## src/rtl/core/mct_pkg.sv

```systemverilog
package mct_pkg;

    localparam int DIM_DEFAULT = 4;
    localparam int FRAC_BITS_DEFAULT = 16;
    localparam int ELEM_W = 32;
    localparam int FIELD_ROWS = 4;
    localparam int PROD_W = 2 * ELEM_W;

    typedef enum logic {
        MODE_LOAD = 1'b0,
        MODE_MUL  = 1'b1
    } mode_t;

    typedef struct packed {
        mode_t                     mode;
        logic [1:0]                column_index;
        logic signed [ELEM_W-1:0]  elem_0;
        logic signed [ELEM_W-1:0]  elem_1;
        logic signed [ELEM_W-1:0]  elem_2;
        logic signed [ELEM_W-1:0]  elem_3;
    } in_item_t;

    typedef struct packed {
        logic [1:0]                product_column;
        logic signed [ELEM_W-1:0]  prod_0;
        logic signed [ELEM_W-1:0]  prod_1;
        logic signed [ELEM_W-1:0]  prod_2;
        logic signed [ELEM_W-1:0]  prod_3;
    } out_item_t;

    typedef struct packed {
        logic       valid;
        mode_t      mode;
        logic [1:0] column_index;
    } tok_ctl_t;

endpackage

```

## src/rtl/core/mct_out.sv

```systemverilog
module mct_out #(
    parameter int DIM = mct_pkg::DIM_DEFAULT,
    parameter int FRAC_BITS = mct_pkg::FRAC_BITS_DEFAULT,
    parameter int ACC_W = mct_pkg::PROD_W + 2
) (
    input  logic                    clk,
    input  logic                    rst_n,
    input  mct_pkg::tok_ctl_t       up_ctl,
    input  logic signed [ACC_W-1:0] up_acc [DIM],
    output logic                    up_ready,
    output logic                    res_valid,
    output mct_pkg::out_item_t      res_item,
    input  logic                    res_stall
);

    localparam int EW = mct_pkg::ELEM_W;

    logic                   out_valid_reg;
    mct_pkg::out_item_t     out_reg;
    logic signed [EW-1:0]   sat [mct_pkg::FIELD_ROWS];
    logic signed [ACC_W-1:0] shifted [mct_pkg::FIELD_ROWS];
    logic                   take_mul;

    // The floor shift is an arithmetic right shift of the exact sum.
    always_comb
    begin
        for (int r = 0; r < mct_pkg::FIELD_ROWS; r++)
        begin
            shifted[r] = '0;
            sat[r]     = '0;
            if (r < DIM)
            begin
                shifted[r] = up_acc[r] >>> FRAC_BITS;
                if ((&shifted[r][ACC_W-1:EW-1]) || !(|shifted[r][ACC_W-1:EW-1]))
                begin
                    sat[r] = shifted[r][EW-1:0];
                end
                else if (shifted[r][ACC_W-1])
                begin
                    sat[r] = {1'b1, {(EW-1){1'b0}}};
                end
                else
                begin
                    sat[r] = {1'b0, {(EW-1){1'b1}}};
                end
            end
        end
    end

    assign up_ready = !out_valid_reg || !res_stall;
    assign take_mul = up_ready && up_ctl.valid && (up_ctl.mode == mct_pkg::MODE_MUL);

    always_ff @(posedge clk or negedge rst_n)
    begin
        if (!rst_n)
        begin
            out_valid_reg <= 1'b0;
        end
        else if (up_ready)
        begin
            out_valid_reg <= up_ctl.valid && (up_ctl.mode == mct_pkg::MODE_MUL);
        end
    end

    always_ff @(posedge clk)
    begin
        if (take_mul)
        begin
            out_reg.product_column <= up_ctl.column_index;
            out_reg.prod_0         <= sat[0];
            out_reg.prod_1         <= sat[1];
            out_reg.prod_2         <= sat[2];
            out_reg.prod_3         <= sat[3];
        end
    end

    assign res_valid = out_valid_reg;
    assign res_item  = out_reg;

endmodule

```

## config.mk

```make
export PLATFORM = sky130hd
export DESIGN_NAME = mct_out
export DESIGN_NICKNAME = d
export VERILOG_FILES = /design/src/rtl/core/mct_pkg.sv /design/src/rtl/core/mct_out.sv
export SDC_FILE = /design/constraint.sdc
export NUM_CORES = 1
export LEC_CHECK = 0
export BUFFER_PORTS_ARGS = -buffer_cell sky130_fd_sc_hd__buf_2
export CAP_MARGIN = 40
export CORE_AREA = 5 5 154 156
export CTS_BUF_LIST = sky130_fd_sc_hd__clkbuf_16
export DETAILED_ROUTE_END_ITERATION = 8
export DIE_AREA = 0 0 159 161
export PLACE_DENSITY_LB_ADDON = 0.3
export SYNTH_ARGS = -nofsm -noshare
export SYNTH_HDL_FRONTEND = slang
export SYNTH_SLANG_ARGS = --single-unit
```

## constraint.sdc

```tcl
create_clock -name clk -period 11.2 [get_ports clk]
set_clock_uncertainty 0.05 [all_clocks]
set_input_delay 2.24 -clock clk [delete_from_list [all_inputs] [get_ports clk]]
set_output_delay 2.24 -clock clk [all_outputs]
set_load 0.1 [all_outputs]
```

=== Yosys cells after proc, flatten, opt, wreduce, memory -nomap -nowiden ===
Index checks and enable logic that the tools add are counted.

* Bits in registers: 131
* Latch bits: 0
* RAM bits: 0
* Memory bits (read-only): 0
* Bits of input ports: 271
* Output and inout port bits: 132
* Logic and storage cells: 36
* Memories: 0

* Add/sub/neg operators: 0
* Multiply operators: 0
* Div/mod/pow operators: 0
* $lt $le $gt $ge: 0
* Equality and inequality tests: 0
* Shift operators: 0
* Mux-type cells: 8
* Bitwise operators: 0
* Reductions and logical operators: 22

{| class="wikitable"
|+ Operators by type and width
! operator !! count
|-
| $mux 32 || 8
|-
| $reduce_and 19->1 || 4
|-
| $reduce_or 19->1 || 4
|-
| $logic_not 1->1 || 6
|-
| $logic_or 1x1->1 || 5
|-
| $logic_and 1x1->1 || 3
|}

=== Longest topological paths before layout ===
Gate-level depths: netlist of the first run.

* Word-level depth: 4
* Gate-level depth with buffers: 6

=== Worst setup path before layout of the first run ===
Ideal clock, no wire load.

* Path type: input to register
* Start point: input up_ctl[2] (netlist bit)
* End point: register out_reg (netlist bit res_item[0]) (enable)
* Library setup time: 662 ps
* Arrival time: 8,574 ps
* Setup slack: 1,914 ps
* Cell stages on the path: 2
* Buffers on the path: 0
* Cells stage by stage: nand2_1 > a21oi_1

* Longest elaborated chain between the ends: 1

{| class="wikitable"
|+ Ends and longest elaborated chain
! item !! line !! text
|-
| start: declaration || mct_out.sv:8 || <nowiki>input mct_pkg::tok_ctl_t up_ctl,</nowiki>
|-
| $logic_and 1x1->1 || mct_out.sv:51 || <nowiki>assign take_mul = up_ready && up_ctl.valid && (up_ctl.mode == mct_pkg::MODE_MUL);</nowiki>
|-
| net take_mul || mct_out.sv:22 || <nowiki>logic take_mul;</nowiki>
|-
| end: declaration || mct_out.sv:19 || <nowiki>mct_pkg::out_item_t out_reg;</nowiki>
|}

The timed path passes the listed nets, and every way through them passes these cells.
A chain may end at the register's enable or synchronous reset.

=== Worst setup path in the final report of the first run ===
* Start point: input res_stall
* End point: output up_ready

* Longest elaborated chain between the ends: 2

{| class="wikitable"
|+ Ends and longest elaborated chain
! item !! line !! text
|-
| start: declaration || mct_out.sv:13 || <nowiki>input logic res_stall</nowiki>
|-
| $logic_not 1->1 || mct_out.sv:50 || <nowiki>assign up_ready = !out_valid_reg || !res_stall;</nowiki>
|-
| $logic_or 1x1->1 || mct_out.sv:50 ||
|-
| end: declaration || mct_out.sv:10 || <nowiki>output logic up_ready,</nowiki>
|}

Every way passes these cells.

==> impl_metrics.tcl, run 1 <==
set metrics [dict create \
    post_cts_resized 0 \
    pin_count 403 \
    rsz0062_at_grt "false" \
    cts_tree "yes" \
    path_clk_slew_ns 0.06 \
    clkSinkCount 131 \
    path_cells "buf_2 > nand2_1 > buf_2" \
    min_path_type "flip-flop to flip-flop" \
    synth_top_area_share_pct 68.8 \
    syn_to_final_growth_pct 44.2 \
    vias 4414 \
    slew_headroom_pct 47.5 \
    crit_path_end_kind "output port" \
    track_usage_pct 12.6 \
    min_to "res_valid$_DFFE_PN0N_" \
    synthMostInstantiatedCell "edfxtp_1" \
    grt_pass1_vias 4656 \
    drive_above_1_share_pct 69.0 \
    dieArea_um2 25600 \
    clockBufferDepth 2 \
    status "complete, no violations" \
    fin_tns_setup_ns 0 \
    numCtsBuffers 17 \
    yosys.area.top_type "edfxtp_1" \
    antenna_found_initial 3 \
    design.final.nets 954 \
    synth_area_um2 5680 \
    r2r_start "res_valid$_DFFE_PN0N_" \
    reg2reg_to "res_item[129]$_DFFE_PP_" \
    cp_max_fo 2 \
    grt_overflow 0 \
    cap_violations 0 \
    synth_common_cells "edfxtp_1 (130), a21o_2 (93), a21o_1 (31), nand4_1 (20), buf_6 (18)" \
    num_rows 55 \
    ys_top_cells_by_area "edfxtp_1 (69%), a21o_2 (14%), a21o_1 (4.1%), buf_6 (3.6%), nand4_1 (2.2%)" \
    clk_latency_ns 0.40 \
    ys_seq_area_share_pct 69.2 \
    drc_errors 0 \
    required_ns 8.91 \
    synth_seq_cells 131 \
    crit_type "input pin to output port" \
    synthesis.instances 347 \
    post-cts-setup-buffers 0 \
    ir_worst_vdd_mv 0.0909 \
    synth_warnings 0 \
    reg2reg_depth 3 \
    ant_nets 0 \
    drt_iter0_markers 126 \
    tightest_slew_ns 0.788 \
    yosysUniqueCellTypes 18 \
    dieHeight_um 161 \
    htreeDepth 4 \
    coreArea_um2 22200 \
    grt_pass1_wl_um 25600 \
    leakage_nw 3.75 \
    hold_depth 2 \
    routabilityCongestion 0.831 \
    vias_per_cell 4.49 \
    cpMostUsedCell "buf_2" \
    async_reset_ff_share_pct 0.763 \
    ys.flop_type "edfxtp_1" \
    fin_crit_sh_pct 45.9 \
    slowest_stage "buf_2" \
    fmax_mhz 195 \
    drv_slew 0 \
    worstPathArrival_ns 2.85 \
    port_buffers 338 \
    finish.instance_area_um2 8190 \
    die_w_um 159 \
    grt_max_degree 65 \
    nFillCells 2253 \
    crit_path_start_kind "input pin" \
    worstHoldStart "res_valid$_DFFE_PN0N_" \
    period_minus_slack_ns 5.14 \
    postCtsHoldBufs 0 \
    hold_viol 0 \
    hpwl_um 12600 \
    wire_per_inst_um 17.3 \
    setup_viol 0 \
    syn_avg_cell_area_um2 16.4 \
    synth_edf_count 130 \
    syn-num-nets 618 \
    placed_cell_area_um2 7590 \
    cp-startpoint "res_stall" \
    cpPeakStageDelay_ns 0.42 \
    power_density_nw_per_um2 169 \
    r2r_setup_slack_ns 9.57 \
    firstDrtPassIters 4 \
    initial_core_util_pct 25.5 \
    root_buffer "clkbuf_16" \
    drt-total-wl_um 17000 \
]
## cells by family after synthesis
kind of cell,count (synthesis),share of synthesized area [%]
AOI/OAI and AO/OA,133,20.1
DFF,131,69.2
and+or+nand+nor,55,6.02
buffers and inverters,28,4.69
## how the worst max path moves through the flow
stage	to	slack, ns	cells past startpoint
after global placement	up_ready	6.06	3
after floorplan	res_item[0]$_DFFE_PP_	1.91	2
final	up_ready	6.06	3
after detailed placement	up_ready	6.06	3
after CTS	up_ready	6.06	3
after global routing	up_ready	6.04	3
## critical path, delay by kind of cell
family,cells,cell delay (ns)
AND/OR/NAND/NOR,1,0.07
buffers and inverters,2,0.54
## power breakdown
group	internal, mW	switching, mW	leakage, nW
sequential	0.565	0.00473	1.22
clock	0.349	0.217	0.293
combinational	0.0590	0.191	2.24
total	0.972	0.413	3.75
## cell type report
type / instances / area [um^2] / area share, %
Tap cell: 285 / 357 / 4.35
Antenna cell: 1 / 2.50 / 0.0306
Timing Repair Buffer: 345 / 1760 / 21.5
Multi-Input combinational cell: 188 / 1550 / 18.9
Sequential cell: 131 / 3930 / 48.0
Clock buffer: 17 / 425 / 5.19
Clock inverter: 15 / 166 / 2.03
## metrics by stage
step | setup slack, ns | instances | utilization (%) | power, mW | hold slack (ns)
3_5_place_dp | 6.06 | 949 | 34.2 | 0.832 | 0.519
4_1_cts | 6.06 | 981 | 36.8 | 1.41 | 0.540
6_report | 6.06 | 982 | 36.8 | 1.38 | 0.534
3_3_place_gp | 6.06 | 948 | 34.0 | 0.829 | 0.517
2_1_floorplan | 1.91 | 347 | - | 0.769 | 1.66
5_1_grt | 6.04 | 982 | 36.8 | 1.44 | 0.566
## sequential cells by signal, indices dropped and copies added (netlist names)
signal,count
res_valid,1
res_item,130
## per-layer routing
| metal | global-route usage (%) | wire (um) |
|---|---|---|
| met5 | 0 | 34 |
| met4 | 4.54 | 357 |
| met3 | 6.15 | 1470 |
| met2 | 21.5 | 8590 |
| met1 | 13.8 | 6580 |
## cell usage in the layout (no fill, tap or decap), drive strengths merged, types with 3 or more instances in the layout
cell type / n
buf: 345
edfxtp: 130
a21o: 124
nand4: 20
nor4: 20
clkbuf: 17
nor2: 8
clkinv: 6
and3: 4
a31o: 4
a311oi: 4
inv: 4
nand2: 3
bufinv: 3
No activity file was read; power rests on OpenSTA's default activity.
==> run 2, diff against run 1 <==
==> constraint.sdc (replaced) <==
create_clock -name clk -period 4.2 [get_ports clk]
set_clock_uncertainty 0.05 [all_clocks]
set_input_delay 0.84 -clock clk [delete_from_list [all_inputs] [get_ports clk]]
set_output_delay 0.84 -clock clk [all_outputs]
set_load 0.1 [all_outputs]
==> run 2 against run 1 <==
  * Combinational power grew to 2.7 times the previous value
  * Clock power increased to 2.8 times the previous value
  * Non-clock buffer count shrank 1
  * Worst setup slack lost 4.2 ns
  * Die area is the same
  * Critical endpoint is now res_item[102]$_DFFE_PP_
==> impl_metrics.tcl, run 2 (synthesis gave the netlist of run 1 again) <==
set metrics [dict create \
    status "complete, no violations" \
    hpwl_um 12200 \
    mostFrequentLayoutCell "buf_2" \
    cp_max_fo 31 \
    path_clk_slew_ns 0.06 \
    drc_errors 0 \
    leakage_nw 3.75 \
    firstDrtPassIters 4 \
    grt_pass1_wl_um 25300 \
    clk_latency_ns 0.40 \
    dieArea_um2 25600 \
    fin_util_pct 36.8 \
    period_minus_slack_ns 2.38 \
    wire_per_inst_um 16.8 \
    clockBufferDepth 2 \
    crit_path_end_kind "flip-flop" \
    power_mw 3.74 \
    cap_violations 0 \
    r2r_setup_slack_ns 2.43 \
    fmax_mhz 420 \
    multi_input_area_um2 1550 \
    port_buffers 338 \
    syn_to_final_growth_pct 44.1 \
    setup_viol 0 \
    coreArea_um2 22200 \
    required_ns 4.42 \
    grt_pass1_vias 4546 \
    final_cells 978 \
    reg2reg_to "res_item[2]$_DFFE_PP_" \
    routabilityCongestion 0.810 \
    n_antenna_cell 0 \
    crit_type "input pin to flip-flop" \
    nFillCells 2211 \
    layout_setup_ws_ns 1.82 \
    htreeDepth 4 \
    final_cell_mix "buf_2 (338), edfxtp_1 (130), a21o_2 (93)" \
    finish.instance_area_um2 8180 \
    track_usage_pct 12.4 \
    slew_headroom_pct 41.5 \
    post-cts-setup-buffers 0 \
    post_cts_resized 0 \
    drive_above_1_share_pct 69.1 \
    crit_path_start_kind "input pin" \
    dpl.cell_count 948 \
    drt-total-wl_um 16400 \
    hold_viol 0 \
    largest_reg_flops 130 \
    power_density_nw_per_um2 457 \
    dieHeight_um 161 \
    grt_overflow 0 \
    ir_worst_vdd_mv 0.236 \
    drv_slew 0 \
    numCtsBuffers 17 \
    drt_iter0_markers 191 \
    reg2reg_depth 2 \
    die_w_um 159 \
    ant_nets 0 \
    r2r_start "res_valid$_DFFE_PN0N_" \
    vias_per_cell 4.45 \
    placed_cell_area_um2 7570 \
    cp-startpoint "up_acc[263]" \
    clkSinkCount 131 \
    root_buffer "clkbuf_16" \
    worstPathArrival_ns 2.60 \
    min_path_type "input pin to asynchronous set/reset pin" \
    initial_core_util_pct 25.5 \
    antenna_found_initial 1 \
    vias 4355 \
    pin_count 403 \
    place_ws_ns 1.41 \
    num_rows 55 \
    hold_slack_ns 0.144 \
    cts_tree "yes" \
    grt_max_degree 67 \
    regArea_um2 3930 \
    tightest_slew_ns 0.877 \
    fin_tns_setup_ns 0 \
    postCtsHoldBufs 0 \
    fin_crit_sh_pct 56.6 \
    design.final.nets 953 \
    rsz0062_at_grt "false" \
]
run 2: cell types whose count changed in the layout (fill, tap and decap cells not counted), sizes merged:
cell,previous run,this run
inv,4,2
buf,345,344
bufinv,3,4
clkinv,6,5
diode,1,0
run 2: worst max-delay path: stages:
cell     delay (ns)
buf_2          0.13
nor4_1         0.31
nand4_1        0.15
nor4_2         0.32
a31o_2         0.60
a21o_2         0.24
run 2: metal layers:
metal	share of wire, %	GRT usage [%]
met2	50	21.2
met3	9.6	5.44
met5	0.079	0
met4	1.3	3.76
met1	39	14.0
run 2: how the worst max path moves through the flow:
stage	endpoint	slack, ns	depth (start not counted)
after floorplan	res_item[0]$_DFFE_PP_	0.64	1
after global placement	res_item[33]$_DFFE_PP_	1.39	6
after detailed placement	res_item[33]$_DFFE_PP_	1.41	6
after CTS	res_item[33]$_DFFE_PP_	1.85	6
after global routing	res_item[70]$_DFFE_PP_	1.71	6
final	res_item[102]$_DFFE_PP_	1.82	6
run 2: cell type report:
type / count / area share, %
repair buffers: 344 / 21.2
flip-flops and latches: 131 / 48.0
clock inverters: 13 / 2.29
well taps: 285 / 4.36
multi-input cells: 188 / 18.9
clock buffers: 17 / 5.20
run 2: power by group:
group	total, mW	switching [mW]	internal (mW)
registers	1.52	0.0126	1.51
logic	0.663	0.508	0.154
clock network	1.56	0.568	0.989
total	3.74	1.09	2.65
==> run 3, diff against run 2 <==
==> constraint.sdc (replaced) <==
create_clock -name clk -period 2.19 [get_ports clk]
set_clock_uncertainty 0.05 [all_clocks]
set_input_delay 0.438 -clock clk [delete_from_list [all_inputs] [get_ports clk]]
set_output_delay 0.438 -clock clk [all_outputs]
set_load 0.1 [all_outputs]
==> run 3 against run 2 <==
  * First-iteration DRC count shrank 11%
  * Combinational power grew 99%
  * Critical path depth down 4
  * Count of clock-buffer cells in the layout stayed put
  * Non-clock buffer count up 24
  * Sequential cell count unchanged
  * Global-route usage grew 0.91 points
  * Worst setup slack lost 1.6 ns
  * Clock power increased by 99%
  * Final cell count is 2.8% higher
==> impl_metrics.tcl, run 3 (synthesis gave the netlist of run 1 again) <==
set metrics [dict create \
    status "complete, no violations" \
    num_rows 55 \
    use_met2_pct 22.8 \
    layout_setup_ws_ns 0.268 \
    clkPwrFrac_pct 42.2 \
    power_density_nw_per_um2 855 \
    drive_above_1_share_pct 70.0 \
    initial_core_util_pct 25.5 \
    reg2reg_depth 2 \
    min_path_type "input pin to flip-flop" \
    vias 4458 \
    track_usage_pct 13.3 \
    crit_path_end_kind "output port" \
    cpPeakStageDelay_ns 0.49 \
    tightest_slew_ns 0.534 \
    cp_max_fo 3 \
    place_ws_ns -0.0515 \
    hold_depth 1 \
    crit_path_start_kind "flip-flop" \
    period_minus_slack_ns 1.92 \
    ir_worst_vdd_mv 0.475 \
    pin_count 403 \
    power_mw 7.33 \
    drt-total-wl_um 17300 \
    cts_tree "yes" \
    placed_cell_area_um2 7920 \
    setup_viol 0 \
    final_cell_mix "buf_2 (338), edfxtp_1 (130), a21o_2 (93)" \
    finish.instance_area_um2 8570 \
    grt_overflow 0 \
    numCtsBuffers 17 \
    grt_pass1_wl_um 27000 \
    required_ns 1.70 \
    hold_viol 0 \
    swShare_pct 28.6 \
    dieArea_um2 25600 \
    mostFrequentLayoutCell "buf_2" \
    slowest_stage "dfrtp_4" \
    pwr-share-comb_pct 18.0 \
    htreeDepth 4 \
    seq_power_share_pct 39.7 \
    met1_usage_pct 14.7 \
    worstSetupPathDepth 2 \
    clkSinkCount 131 \
    critPathBufInv 1 \
    post_cts_resized 0 \
    leakage_nw 3.93 \
    largest_reg_flops 130 \
    design.final.nets 977 \
    firstDrtPassIters 4 \
    hold_slack_ns 0.160 \
    path_clk_slew_ns 0.06 \
    hpwl_um 13400 \
    vias_per_cell 4.44 \
    antenna_found_initial 3 \
    root_buffer "clkbuf_16" \
    syn_to_final_growth_pct 51.0 \
    worstPathArrival_ns 1.43 \
    clockBufferDepth 2 \
    fin_crit_sh_pct 87.8 \
    dieHeight_um 161 \
    drt_iter0_markers 170 \
    rsz0062_at_grt "false" \
    die_w_um 159 \
    grt_max_degree 33 \
    met3_usage_pct 5.79 \
    cp_top_family "flip-flops" \
    fmax_mhz 520 \
    crit_type "flip-flop to output port" \
    grt_pass1_vias 4755 \
    power.internal_mw 5.24 \
    cap_violations 0 \
    ant_nets 0 \
    wire_per_inst_um 17.2 \
    power_switching_mw 2.09 \
    drv_slew 0 \
    clk_latency_ns 0.41 \
    port_buffers 338 \
    nFillCells 2206 \
    grt_busiest_layer "met2" \
    fin_util_pct 38.6 \
    slew_headroom_pct 64.3 \
    path_cells "nand2_1 > buf_2" \
    drc_errors 0 \
    routabilityCongestion 0.873 \
    coreArea_um2 22200 \
]
run 3: cell count changes in the layout (fill, tap and decap cells not counted), moves of 2 or more:
cell	previous run	this run
buf_4	6	15
clkinv_4	4	2
clkinv_1	0	2
buf_12	0	14
run 3: final cells by class:
class	instances	area (um^2)	area share, %
Clock inverter	15	215	2.51
Tap cell	285	357	4.16
Clock buffer	17	425	4.96
Timing Repair Buffer	368	2090	24.4
Multi-Input combinational cell	188	1550	18.0
Sequential cell	131	3930	45.9
Antenna cell	1	2.50	0.0292
run 3: final timing paths:
check,slack (ns),to,startpoint
min in group asynchronous,0.28,res_valid$_DFFE_PN0N_,rst_n
max in group asynchronous,1.71,res_valid$_DFFE_PN0N_,rst_n
min,0.16,res_item[128]$_DFFE_PP_,up_ctl[0]
max reg2reg,0.57,res_item[69]$_DFFE_PP_,res_valid$_DFFE_PN0N_
max,0.27,up_ready,res_valid$_DFFE_PN0N_
min reg2reg,0.55,res_valid$_DFFE_PN0N_,res_valid$_DFFE_PN0N_
run 3: power groups by stage:
stage / registers (mW) / logic, mW / clock network (mW)
after floorplan: 3.70 / 0.214 / 0
after global placement: 2.96 / 1.32 / 0
after detailed placement: 2.97 / 1.33 / 0
after CTS: 2.91 / 1.34 / 3.21
after global routing: 2.92 / 1.39 / 3.33
final: 2.91 / 1.32 / 3.10
run 3: repair_timing:
action | in CTS | in global routing
endpoints found under the hold margin | 1 | 0
hold buffers | 1 | 0
setup buffers | 0 | 0
run 3: routing by layer:
layer	wire [um]	part of all wire [%]	vias up
li1	-	-	2115
met1	6540	38	2107
met2	8820	51	205
met3	1510	8.7	25
met4	376	2.2	6
met5	46	0.27	-
run 3: stage by stage:
step | cells | TNS (ns)
final | 1005 | 0
after floorplan | 347 | -150.78
after CTS | 1004 | 0
after detailed placement | 971 | -0.911
after global routing | 1004 | 0
after global placement | 971 | -1.47
